<file path="config.mk">
export PLATFORM = sky130hd
export DESIGN_NAME = stepper_position_follower
export DESIGN_NICKNAME = d
export VERILOG_FILES = /design/src/rtl/spf_pkg.sv /design/src/rtl/spf_goal_scale.sv /design/src/rtl/spf_core.sv /design/src/rtl/stepper_position_follower.sv
export VERILOG_INCLUDE_DIRS = /design/src /design/src/rtl
export SDC_FILE = /design/constraint.sdc
export NUM_CORES = 1
export LEC_CHECK = 0
export BUFFER_PORTS_ARGS = -buffer_cell sky130_fd_sc_hd__buf_2
export CAP_MARGIN = 10
export CORE_ASPECT_RATIO = 0.5
export CORE_MARGIN = 4
export CORE_UTILIZATION = 58
export CTS_BUF_LIST = sky130_fd_sc_hd__clkbuf_16
export CTS_CLUSTER_DIAMETER = 60
export CTS_CLUSTER_SIZE = 10
export DETAILED_ROUTE_END_ITERATION = 12
export PLACE_DENSITY = 0.76
export SLEW_MARGIN = 20
export SYNTH_ARGS = -nofsm -noshare
export SYNTH_HDL_FRONTEND = slang
export SYNTH_HIERARCHICAL = 1
export SYNTH_SLANG_ARGS = --single-unit
export TNS_END_PERCENT = 30
</file>
<file path="constraint.sdc">
create_clock -name i_clk -period 10.65 [get_ports i_clk]
set_clock_uncertainty 0.05 [all_clocks]
set_input_delay 1.5975 -clock i_clk [delete_from_list [all_inputs] [get_ports i_clk]]
set_output_delay 1.5975 -clock i_clk [all_outputs]
set_load 0.02 [all_outputs]
</file>
<file path="src/rtl/stepper_position_follower_assert.svh">
// assertion macros for the stepper position follower
// no dependencies; included by the rtl files that check their own logic
`ifndef STEPPER_POSITION_FOLLOWER_ASSERT_SVH
`define STEPPER_POSITION_FOLLOWER_ASSERT_SVH

`ifndef SYNTHESIS

// property checked on every clock edge outside reset
`define SPF_ASSERT(label, clk, rst_n, prop, msg) \
    label: assert property (@(posedge clk) disable iff (!(rst_n)) (prop)) else $error(msg);

// property checked on every clock edge, reset included
`define SPF_ASSERT_ALWAYS(label, clk, prop, msg) \
    label: assert property (@(posedge clk) (prop)) else $error(msg);

`else

`define SPF_ASSERT(label, clk, rst_n, prop, msg)
`define SPF_ASSERT_ALWAYS(label, clk, prop, msg)

`endif

`endif

</file>
<file path="src/rtl/spf_pkg.sv">
// shared types and constants of the stepper position follower
// no dependencies; used by every rtl module of the block
`default_nettype none

package spf_pkg;

    // item kinds
    localparam logic [1:0] KIND_TICK      = 2'd0;
    localparam logic [1:0] KIND_SET_GOAL  = 2'd1;
    localparam logic [1:0] KIND_CALIBRATE = 2'd2;

    // configuration register map
    localparam int unsigned CFG_IDX_W  = 1;
    localparam int unsigned CFG_DATA_W = 24;
    localparam logic [CFG_IDX_W-1:0] CFG_STEPS_PER_DEG = 1'd0;
    localparam logic [CFG_IDX_W-1:0] CFG_CAL_DIVIDER   = 1'd1;

    // register widths and reset values
    localparam int unsigned SPD_W    = 24;
    localparam int unsigned CALDIV_W = 8;
    localparam logic [SPD_W-1:0]    SPD_RESET    = 24'd3438617;
    localparam logic [CALDIV_W-1:0] CALDIV_RESET = 8'd20;

    // angle is signed q7.8 degrees
    localparam int unsigned ANGLE_W = 16;

    // one input beat
    typedef struct packed {
        logic [1:0]                kind;
        logic signed [ANGLE_W-1:0] angle;
        logic                      left_switch;
        logic                      right_switch;
        logic                      alarm_active;
    } t_item;

    // single-bit result flags
    typedef struct packed {
        logic step_pulse;
        logic direction;
        logic fault;
        logic calibrating;
    } t_flags;

endpackage

`default_nettype wire

</file>
<file path="src/rtl/spf_goal_scale.sv">
// angle to step-count conversion: q7.8 degrees times q8.16 steps per degree
// depends on spf_pkg for the angle and register widths
`default_nettype none

module spf_goal_scale #(
    parameter int unsigned POSITION_BITS = 20
) (
    input  wire logic signed [spf_pkg::ANGLE_W-1:0] i_angle,
    input  wire logic [spf_pkg::SPD_W-1:0]          i_steps_per_deg,
    output logic signed [POSITION_BITS-1:0]         o_steps
);

    localparam int unsigned AW = spf_pkg::ANGLE_W;
    localparam int unsigned PW = AW + spf_pkg::SPD_W;
    // wide enough for the signed quotient and for the position limits
    localparam int unsigned CW = (POSITION_BITS > AW + 1) ? POSITION_BITS + 1 : AW + 2;

    localparam logic signed [CW-1:0] POS_MAX =
        {{(CW-POSITION_BITS+1){1'b0}}, {(POSITION_BITS-1){1'b1}}};
    localparam logic signed [CW-1:0] POS_MIN =
        {{(CW-POSITION_BITS+1){1'b1}}, {(POSITION_BITS-1){1'b0}}};

    logic                   neg;
    logic [AW-1:0]          mag;
    logic [PW-1:0]          prod;
    logic [AW-1:0]          quot;
    logic signed [CW-1:0]   quot_ext;
    logic signed [CW-1:0]   value;

    // magnitude, scale, drop the 24 fraction bits, restore sign
    always_comb begin
        neg      = i_angle[AW-1];
        mag      = neg ? AW'(-i_angle) : AW'(i_angle);
        prod     = PW'(mag) * PW'(i_steps_per_deg);
        quot     = prod[PW-1:spf_pkg::SPD_W];
        quot_ext = {{(CW-AW){1'b0}}, quot};
        value    = neg ? -quot_ext : quot_ext;
    end

    // clamp to the position range
    always_comb begin
        priority if (value > POS_MAX) begin
            o_steps = POS_MAX[POSITION_BITS-1:0];
        end else if (value < POS_MIN) begin
            o_steps = POS_MIN[POSITION_BITS-1:0];
        end else begin
            o_steps = value[POSITION_BITS-1:0];
        end
    end

endmodule

`default_nettype wire

</file>
<file path="src/rtl/spf_core.sv">
// position, goal, homing sequence and fault latch of the stepper follower
// depends on spf_pkg, spf_goal_scale and stepper_position_follower_assert.svh
`default_nettype none
`include "stepper_position_follower_assert.svh"

module spf_core #(
    parameter int unsigned POSITION_BITS = 20
) (
    input  wire logic                                i_clk,
    input  wire logic                                i_rst_n,
    input  wire logic                                i_fire,
    input  wire spf_pkg::t_item                      i_item,
    input  wire logic [spf_pkg::SPD_W-1:0]           i_steps_per_deg,
    input  wire logic [spf_pkg::CALDIV_W-1:0]        i_cal_divider,
    output spf_pkg::t_flags                          o_flags,
    output logic signed [POSITION_BITS-1:0]          o_position,
    output logic signed [POSITION_BITS-1:0]          o_goal,
    output logic signed [POSITION_BITS-1:0]          o_left_end,
    output logic signed [POSITION_BITS-1:0]          o_right_end
);

    localparam int unsigned W  = POSITION_BITS;
    localparam int unsigned EW = POSITION_BITS + 2;
    localparam int unsigned DW = spf_pkg::CALDIV_W;

    localparam logic signed [EW-1:0] POS_MAX = {3'b000, {(W-1){1'b1}}};
    localparam logic signed [EW-1:0] POS_MIN = {3'b111, {(W-1){1'b0}}};

    typedef enum logic [1:0] {
        PH_IDLE  = 2'd0,
        PH_LEFT  = 2'd1,
        PH_RIGHT = 2'd2
    } t_phase;

    function automatic logic signed [EW-1:0] ext(input logic signed [W-1:0] x);
        return {{2{x[W-1]}}, x};
    endfunction

    function automatic logic signed [W-1:0] sat_pos(input logic signed [EW-1:0] x);
        logic signed [W-1:0] r;
        priority if (x > POS_MAX) begin
            r = POS_MAX[W-1:0];
        end else if (x < POS_MIN) begin
            r = POS_MIN[W-1:0];
        end else begin
            r = x[W-1:0];
        end
        return r;
    endfunction

    logic signed [W-1:0] r_cur, r_goal, r_lend, r_rend;
    logic signed [W-1:0] n_cur, n_goal, n_lend, n_rend;
    logic                r_fault, n_fault;
    logic                r_dir, n_dir;
    logic                r_pulse, n_pulse;
    t_phase              r_phase, n_phase;
    logic [DW-1:0]       r_cnt, n_cnt;

    logic signed [W-1:0]  scaled;
    logic [DW-1:0]        div_eff;
    logic [DW-1:0]        cnt_inc;
    logic                 ramp_due;
    logic signed [EW-1:0] end_sum;
    logic signed [EW-1:0] end_sum_adj;
    logic signed [EW-1:0] offset;

    spf_goal_scale #(
        .POSITION_BITS (POSITION_BITS)
    ) u_goal_scale (
        .i_angle         (i_item.angle),
        .i_steps_per_deg (i_steps_per_deg),
        .o_steps         (scaled)
    );

    // ramp pacing: divider of zero behaves as one
    always_comb begin
        div_eff  = (i_cal_divider == '0) ? DW'(1) : i_cal_divider;
        cnt_inc  = r_cnt + DW'(1);
        ramp_due = (cnt_inc >= div_eff);
    end

    // midpoint of the ends, truncated toward zero
    always_comb begin
        end_sum     = ext(r_lend) + ext(r_goal);
        end_sum_adj = end_sum + {{(EW-1){1'b0}}, end_sum[EW-1]};
        offset      = end_sum_adj >>> 1;
    end

    // next state for one beat
    always_comb begin
        n_cur   = r_cur;
        n_goal  = r_goal;
        n_lend  = r_lend;
        n_rend  = r_rend;
        n_fault = r_fault | i_item.alarm_active;
        n_phase = r_phase;
        n_cnt   = r_cnt;
        n_dir   = r_dir;
        n_pulse = 1'b0;
        unique case (i_item.kind)
            spf_pkg::KIND_TICK: begin
                // one step toward the old goal unless that side's switch is pressed
                if (r_cur < r_goal) begin
                    if (!i_item.left_switch) begin
                        n_dir   = 1'b0;
                        n_cur   = r_cur + W'(1);
                        n_pulse = 1'b1;
                    end
                end else if (r_cur > r_goal) begin
                    if (!i_item.right_switch) begin
                        n_dir   = 1'b1;
                        n_cur   = r_cur - W'(1);
                        n_pulse = 1'b1;
                    end
                end
                // homing sequence
                unique case (r_phase)
                    PH_LEFT: begin
                        if (i_item.left_switch) begin
                            n_lend  = r_goal;
                            n_phase = PH_RIGHT;
                            n_cnt   = '0;
                        end else if (ramp_due) begin
                            n_cnt  = '0;
                            n_goal = sat_pos(ext(r_goal) + EW'(1));
                        end else begin
                            n_cnt = cnt_inc;
                        end
                    end
                    PH_RIGHT: begin
                        if (i_item.right_switch) begin
                            // recentre everything about the midpoint
                            n_cur   = sat_pos(ext(n_cur) - offset);
                            n_lend  = sat_pos(ext(r_lend) - offset);
                            n_rend  = sat_pos(ext(r_goal) - offset);
                            n_goal  = '0;
                            n_phase = PH_IDLE;
                            n_cnt   = '0;
                        end else if (ramp_due) begin
                            n_cnt  = '0;
                            n_goal = sat_pos(ext(r_goal) - EW'(1));
                        end else begin
                            n_cnt = cnt_inc;
                        end
                    end
                    PH_IDLE: begin
                    end
                    default: begin
                    end
                endcase
            end
            spf_pkg::KIND_SET_GOAL: begin
                if (r_phase == PH_IDLE) begin
                    n_goal = scaled;
                end
            end
            spf_pkg::KIND_CALIBRATE: begin
                if (r_phase == PH_IDLE) begin
                    n_phase = PH_LEFT;
                    n_cnt   = '0;
                end
            end
            default: begin
            end
        endcase
    end

    // state doubles as the result register
    always_ff @(posedge i_clk) begin
        if (!i_rst_n) begin
            r_cur   <= '0;
            r_goal  <= '0;
            r_lend  <= '0;
            r_rend  <= '0;
            r_fault <= 1'b0;
            r_phase <= PH_IDLE;
            r_cnt   <= '0;
            r_dir   <= 1'b0;
            r_pulse <= 1'b0;
        end else if (i_fire) begin
            r_cur   <= n_cur;
            r_goal  <= n_goal;
            r_lend  <= n_lend;
            r_rend  <= n_rend;
            r_fault <= n_fault;
            r_phase <= n_phase;
            r_cnt   <= n_cnt;
            r_dir   <= n_dir;
            r_pulse <= n_pulse;
        end
    end

    // result fields
    always_comb begin
        o_flags.step_pulse  = r_pulse;
        o_flags.direction   = r_dir;
        o_flags.fault       = r_fault;
        o_flags.calibrating = (r_phase != PH_IDLE);
        o_position          = r_cur;
        o_goal              = r_goal;
        o_left_end          = r_lend;
        o_right_end         = r_rend;
    end

    // checks
    `SPF_ASSERT(a_fault_sticks, i_clk, i_rst_n, r_fault |=> r_fault, "fault latch dropped")
    `SPF_ASSERT(a_state_holds, i_clk, i_rst_n, !i_fire |=> ($stable(r_cur) && $stable(r_goal) && $stable(r_phase)), "state moved without a beat")
    `SPF_ASSERT(a_idle_count, i_clk, i_rst_n, (r_phase == PH_IDLE) |-> (r_cnt == '0), "ramp counter running while idle")
    `SPF_ASSERT(a_no_step_off_tick, i_clk, i_rst_n, (i_fire && (i_item.kind != spf_pkg::KIND_TICK)) |=> !r_pulse, "step issued on a non-tick beat")

endmodule

`default_nettype wire

</file>
<file path="src/rtl/stepper_position_follower.sv">
// top level of the stepper position follower: handshakes, input register, configuration
// depends on spf_pkg and spf_core
`default_nettype none

// Stepper follower with limit-switch homing. One input beat is accepted per
// clock unless a stalled result holds it off; each beat yields exactly one
// result beat: it is captured in the input register, then the step decision,
// goal conversion (a single 16x24 multiply) and homing update run combinationally
// into the state registers, which are also the result register. A stalled
// result holds the pipeline; the input register still takes one more beat.
// Configuration writes are registered and are meant for idle periods.
module stepper_position_follower #(
    parameter int unsigned POSITION_BITS = 20
) (
    input  wire logic                                 i_clk,
    input  wire logic                                 i_rst_n,
    // input channel
    input  wire logic                                 i_in_valid,
    output logic                                      o_in_ready,
    input  wire logic [1:0]                           i_kind,
    input  wire logic signed [spf_pkg::ANGLE_W-1:0]   i_angle,
    input  wire logic                                 i_left_switch,
    input  wire logic                                 i_right_switch,
    input  wire logic                                 i_alarm_active,
    // result channel
    output logic                                      o_out_valid,
    input  wire logic                                 i_out_ready,
    output logic                                      o_step_pulse,
    output logic                                      o_direction,
    output logic signed [POSITION_BITS-1:0]           o_position,
    output logic signed [POSITION_BITS-1:0]           o_goal,
    output logic                                      o_fault,
    output logic                                      o_calibrating,
    output logic signed [POSITION_BITS-1:0]           o_left_end,
    output logic signed [POSITION_BITS-1:0]           o_right_end,
    // configuration write port
    input  wire logic                                 i_cfg_we,
    input  wire logic [spf_pkg::CFG_IDX_W-1:0]        i_cfg_idx,
    input  wire logic [spf_pkg::CFG_DATA_W-1:0]       i_cfg_data
);

    logic                                r_in_valid;
    spf_pkg::t_item                      r_item;
    logic                                r_out_valid;
    logic [spf_pkg::SPD_W-1:0]           r_steps_per_deg;
    logic [spf_pkg::CALDIV_W-1:0]        r_cal_divider;
    logic                                fire;
    spf_pkg::t_flags                     flags;

    // beat moves from the input register to the result register
    assign fire       = r_in_valid && (!r_out_valid || i_out_ready);
    assign o_in_ready = !r_in_valid || fire;

    // input register
    always_ff @(posedge i_clk) begin
        if (!i_rst_n) begin
            r_in_valid <= 1'b0;
        end else if (o_in_ready) begin
            r_in_valid <= i_in_valid;
        end
    end

    always_ff @(posedge i_clk) begin
        if (o_in_ready && i_in_valid) begin
            r_item.kind         <= i_kind;
            r_item.angle        <= i_angle;
            r_item.left_switch  <= i_left_switch;
            r_item.right_switch <= i_right_switch;
            r_item.alarm_active <= i_alarm_active;
        end
    end

    // result valid
    always_ff @(posedge i_clk) begin
        if (!i_rst_n) begin
            r_out_valid <= 1'b0;
        end else if (fire) begin
            r_out_valid <= 1'b1;
        end else if (i_out_ready) begin
            r_out_valid <= 1'b0;
        end
    end

    // configuration registers
    always_ff @(posedge i_clk) begin
        if (!i_rst_n) begin
            r_steps_per_deg <= spf_pkg::SPD_RESET;
            r_cal_divider   <= spf_pkg::CALDIV_RESET;
        end else if (i_cfg_we) begin
            unique case (i_cfg_idx)
                spf_pkg::CFG_STEPS_PER_DEG: begin
                    r_steps_per_deg <= i_cfg_data[spf_pkg::SPD_W-1:0];
                end
                spf_pkg::CFG_CAL_DIVIDER: begin
                    r_cal_divider <= i_cfg_data[spf_pkg::CALDIV_W-1:0];
                end
                default: begin
                end
            endcase
        end
    end

    spf_core #(
        .POSITION_BITS (POSITION_BITS)
    ) u_core (
        .i_clk           (i_clk),
        .i_rst_n         (i_rst_n),
        .i_fire          (fire),
        .i_item          (r_item),
        .i_steps_per_deg (r_steps_per_deg),
        .i_cal_divider   (r_cal_divider),
        .o_flags         (flags),
        .o_position      (o_position),
        .o_goal          (o_goal),
        .o_left_end      (o_left_end),
        .o_right_end     (o_right_end)
    );

    // result flags
    assign o_out_valid   = r_out_valid;
    assign o_step_pulse  = flags.step_pulse;
    assign o_direction   = flags.direction;
    assign o_fault       = flags.fault;
    assign o_calibrating = flags.calibrating;

endmodule

`default_nettype wire
</file>
==> metrics <==
setup slack after placement=847 ps; TritonCTS buffer count=17; post-detail-place hpwl=68.2 mm; Critical R2R Capture=u_core/o_goal[10]; number of enable flip-flop cells after synthesis=21; via count=26,557; antenna violations before repair=0; Finished Core Util=about 63%; CP Max Fanout=13; die area=52,600 µm²; status=finished clean; Global Route Usage Sum=33.2%; mean post-synth cell area=between 7 and 8 µm²; Rows=56; core box area=47,500 µm²; area delta synth->final=6.42%; most frequent CP cell=fa_1; width of the die=320 µm; Crit path depth=32; Worst Hold Depth=2; Synth async-reset ratio=0%; register area share after synthesis=11.2%; hold slack=between 400 and 500 ps; Top delay family on crit path=adder cells; layout cells sized above 1=a little under a tenth; period utilization=93.4%; final hold violations=0; Initial Util=59.5%; Post-Syn Area=approximately 28,000 µm²; Data required, critical path=10,970 ps; Max-slew headroom=26.7%; antenna cells=0; Fillers=about 4,200; Post-Syn Nets=a little over 4,000; Slew @ Worst Pin=1090 ps; vias in the first global route=26,050; Final Wtd Congestion=0.971; fin worst setup slack=699 ps; first-pass GRT wire length=~140 mm; Worst-Skew Late Latency=450 ps; area occupied by multi-input gates=about 23,000 µm²; grt ovf=0; Worst Path Buf+Inv=5; IO Port Bufs=136; crit end category=register; CTS tree=built; post-cts resize count=0; TNS Setup=0 ps; most used flip-flop cell after synthesis=dfxtp_1; Worst EP arrival=10,270 ps; setup violators final=0; kind of critical path=reg2reg; H-tree levels=4; Hold EP=u_core/r_fault; clk root buf=clkbuf_16; First-pass DRT Iterations=5; drt wl/cell=between 20 and 25 µm; Nets=4,110; hold_buf cts=0; CTS Buffer Depth=2; post-route minimum period=9950 ps; sink count of the clock tree=148; RR Startpoint=r_item[5]; worst min path class=reg2reg; #FFs+latches synth=~150; I/O pin count=137; Remaining DRCs=0; Post-CTS Setup Inserts=0; Netlist cell types=120; Vias/cell=6.29; CP startpoint kind=register; slowest CP cell=xor2_1; Clk pin slew, worst setup/hold paths=~70 ps; CP max stage delay=590 ps; RSZ-0062 raised after global routing=false; pin count of the biggest net entering global routing=68; Routed Antenna Nets=0; Post-Syn Instances=around 3,600; DR iter-0 viols=2,680; storage element area=3170 µm²; max-slew violations=0; Yosys Warn Count=6; hold_sp=u_core/r_fault; fmax=100 MHz; routed wire length=87.6 mm; max_cap viols=0; reg-to-reg setup timing slack=700 ps; Reg2Reg Depth=32; die height=164 µm
how the worst max path moves through the flow:
stage | start | to
after global placement | r_item[5] | u_core/o_goal[10]
final | r_item[5] | u_core/o_goal[10]
after detailed placement | r_item[5] | u_core/o_goal[10]
after CTS | r_item[5] | u_core/o_goal[10]
after floorplan | r_item[5] | u_core/o_goal[13]
after global routing | r_item[5] | u_core/o_goal[10]
area by class of cell:
cell class	count	share of cell area, %
well taps	638	2.65
inverters	465	5.80
clock inverters	15	0.628
clock buffers	17	1.41
repair buffers	194	3.72
flip-flops and latches	148	10.5
multi-input cells	2742	75.2
layout by cell type, fill, tap and decap left out, types with 20 or more instances in the layout:
| master | Yosys | layout |
|---|---|---|
| buf_2 | 16 | 135 |
| edfxtp_1 | 21 | 21 |
| fa_1 | 309 | 309 |
| xnor2_1 | 137 | 127 |
| and3_1 | 30 | 30 |
| a21oi_1 | 186 | 185 |
| or3_1 | 26 | 26 |
| nand4_1 | 47 | 47 |
| nor3_1 | 67 | 66 |
| nand2b_1 | 37 | 37 |
| o211ai_1 | 37 | 37 |
| o221ai_1 | 37 | 37 |
| o31ai_1 | 26 | 26 |
| inv_1 | 461 | 461 |
| nand2_1 | 490 | 490 |
| maj3_1 | 24 | 24 |
| a211oi_1 | 22 | 22 |
| nor2_1 | 170 | 170 |
| xor2_1 | 47 | 46 |
| nor4_1 | 21 | 20 |
| nand3_1 | 67 | 67 |
| and2_1 | 155 | 155 |
| buf_4 | 7 | 59 |
| mux2i_1 | 29 | 29 |
| ha_1 | 182 | 182 |
| a21o_1 | 27 | 27 |
| o21ai_0 | 128 | 128 |
| a31oi_1 | 44 | 43 |
| a21boi_0 | 23 | 23 |
| dfxtp_1 | 127 | 127 |
| o21a_1 | 23 | 23 |
per-stage QoR:
stage,std cells,instance area (µm²)
floorplan,3552,28300
global placement,4187,29500
detailed placement,4187,29500
CTS,4219,30100
global route,4219,30100
finish,4219,30100
cells by family after synthesis:
group                      after synthesis  synth area share, %
muxes                                   34                 1.25
buffers and inverters                  662                 9.17
DFF                                    148                 11.2
AOI/OAI and AO/OA                      768                 19.3
and+or+nand+nor                       1226                 21.5
adders and majority gates              518                 30.9
xor gates and xnor gates               196                 6.62
worst register-to-register path: cells and delay by family, from the launching register on:
| family | cells | cell delay [ps] |
|---|---|---|
| adder cells (fa/ha/maj) | 7 | 3550 |
| AO/OA/AOI/OAI | 8 | 2310 |
| AND/OR/NAND/NOR | 10 | 2100 |
| XOR/XNOR | 2 | 900 |
| flip-flops | 1 | 510 |
| buffers and inverters | 5 | 480 |
state kept, by name, indices dropped and copies added (netlist names):
register and cells:
u_core/o_right_end 20, r_steps_per_deg 24, u_core/o_left_end 20, u_core/o_position 20, o_out_valid 1, r_in_valid 1
u_core/o_goal 20, u_core/r_fault 1, u_core/r_pulse 1, u_core/r_dir 1, r_cal_divider 8, r_item 21
u_core/r_phase 2, u_core/r_cnt 8
synthesized netlist by cell type (44+ instances only):
cell,instances,area [µm²]
a21oi_1,186,931
a31oi_1,44,275
and2_1,155,970
clkbuf_1,164,616
dfxtp_1,127,2540
fa_1,309,6190
ha_1,182,2280
inv_1,461,1730
nand2_1,490,1840
nand3_1,67,335
nand4_1,47,294
nor2_1,170,638
nor3_1,67,335
o21ai_0,128,641
xnor2_1,137,1200
xor2_1,47,412
layer usage:
metal | wire, µm | up-vias | GRT usage (%)
met5 | 0 | - | 0
met4 | 3440 | 0 | 12.9
met3 | 7050 | 202 | 5.53
met2 | 40800 | 1199 | 55.5
met1 | 36300 | 13025 | 43.5
li1 | - | 12131 | -
Power is not shown: default switching activity piles up to over one toggle a cycle in this logic, so the estimate is an artifact.
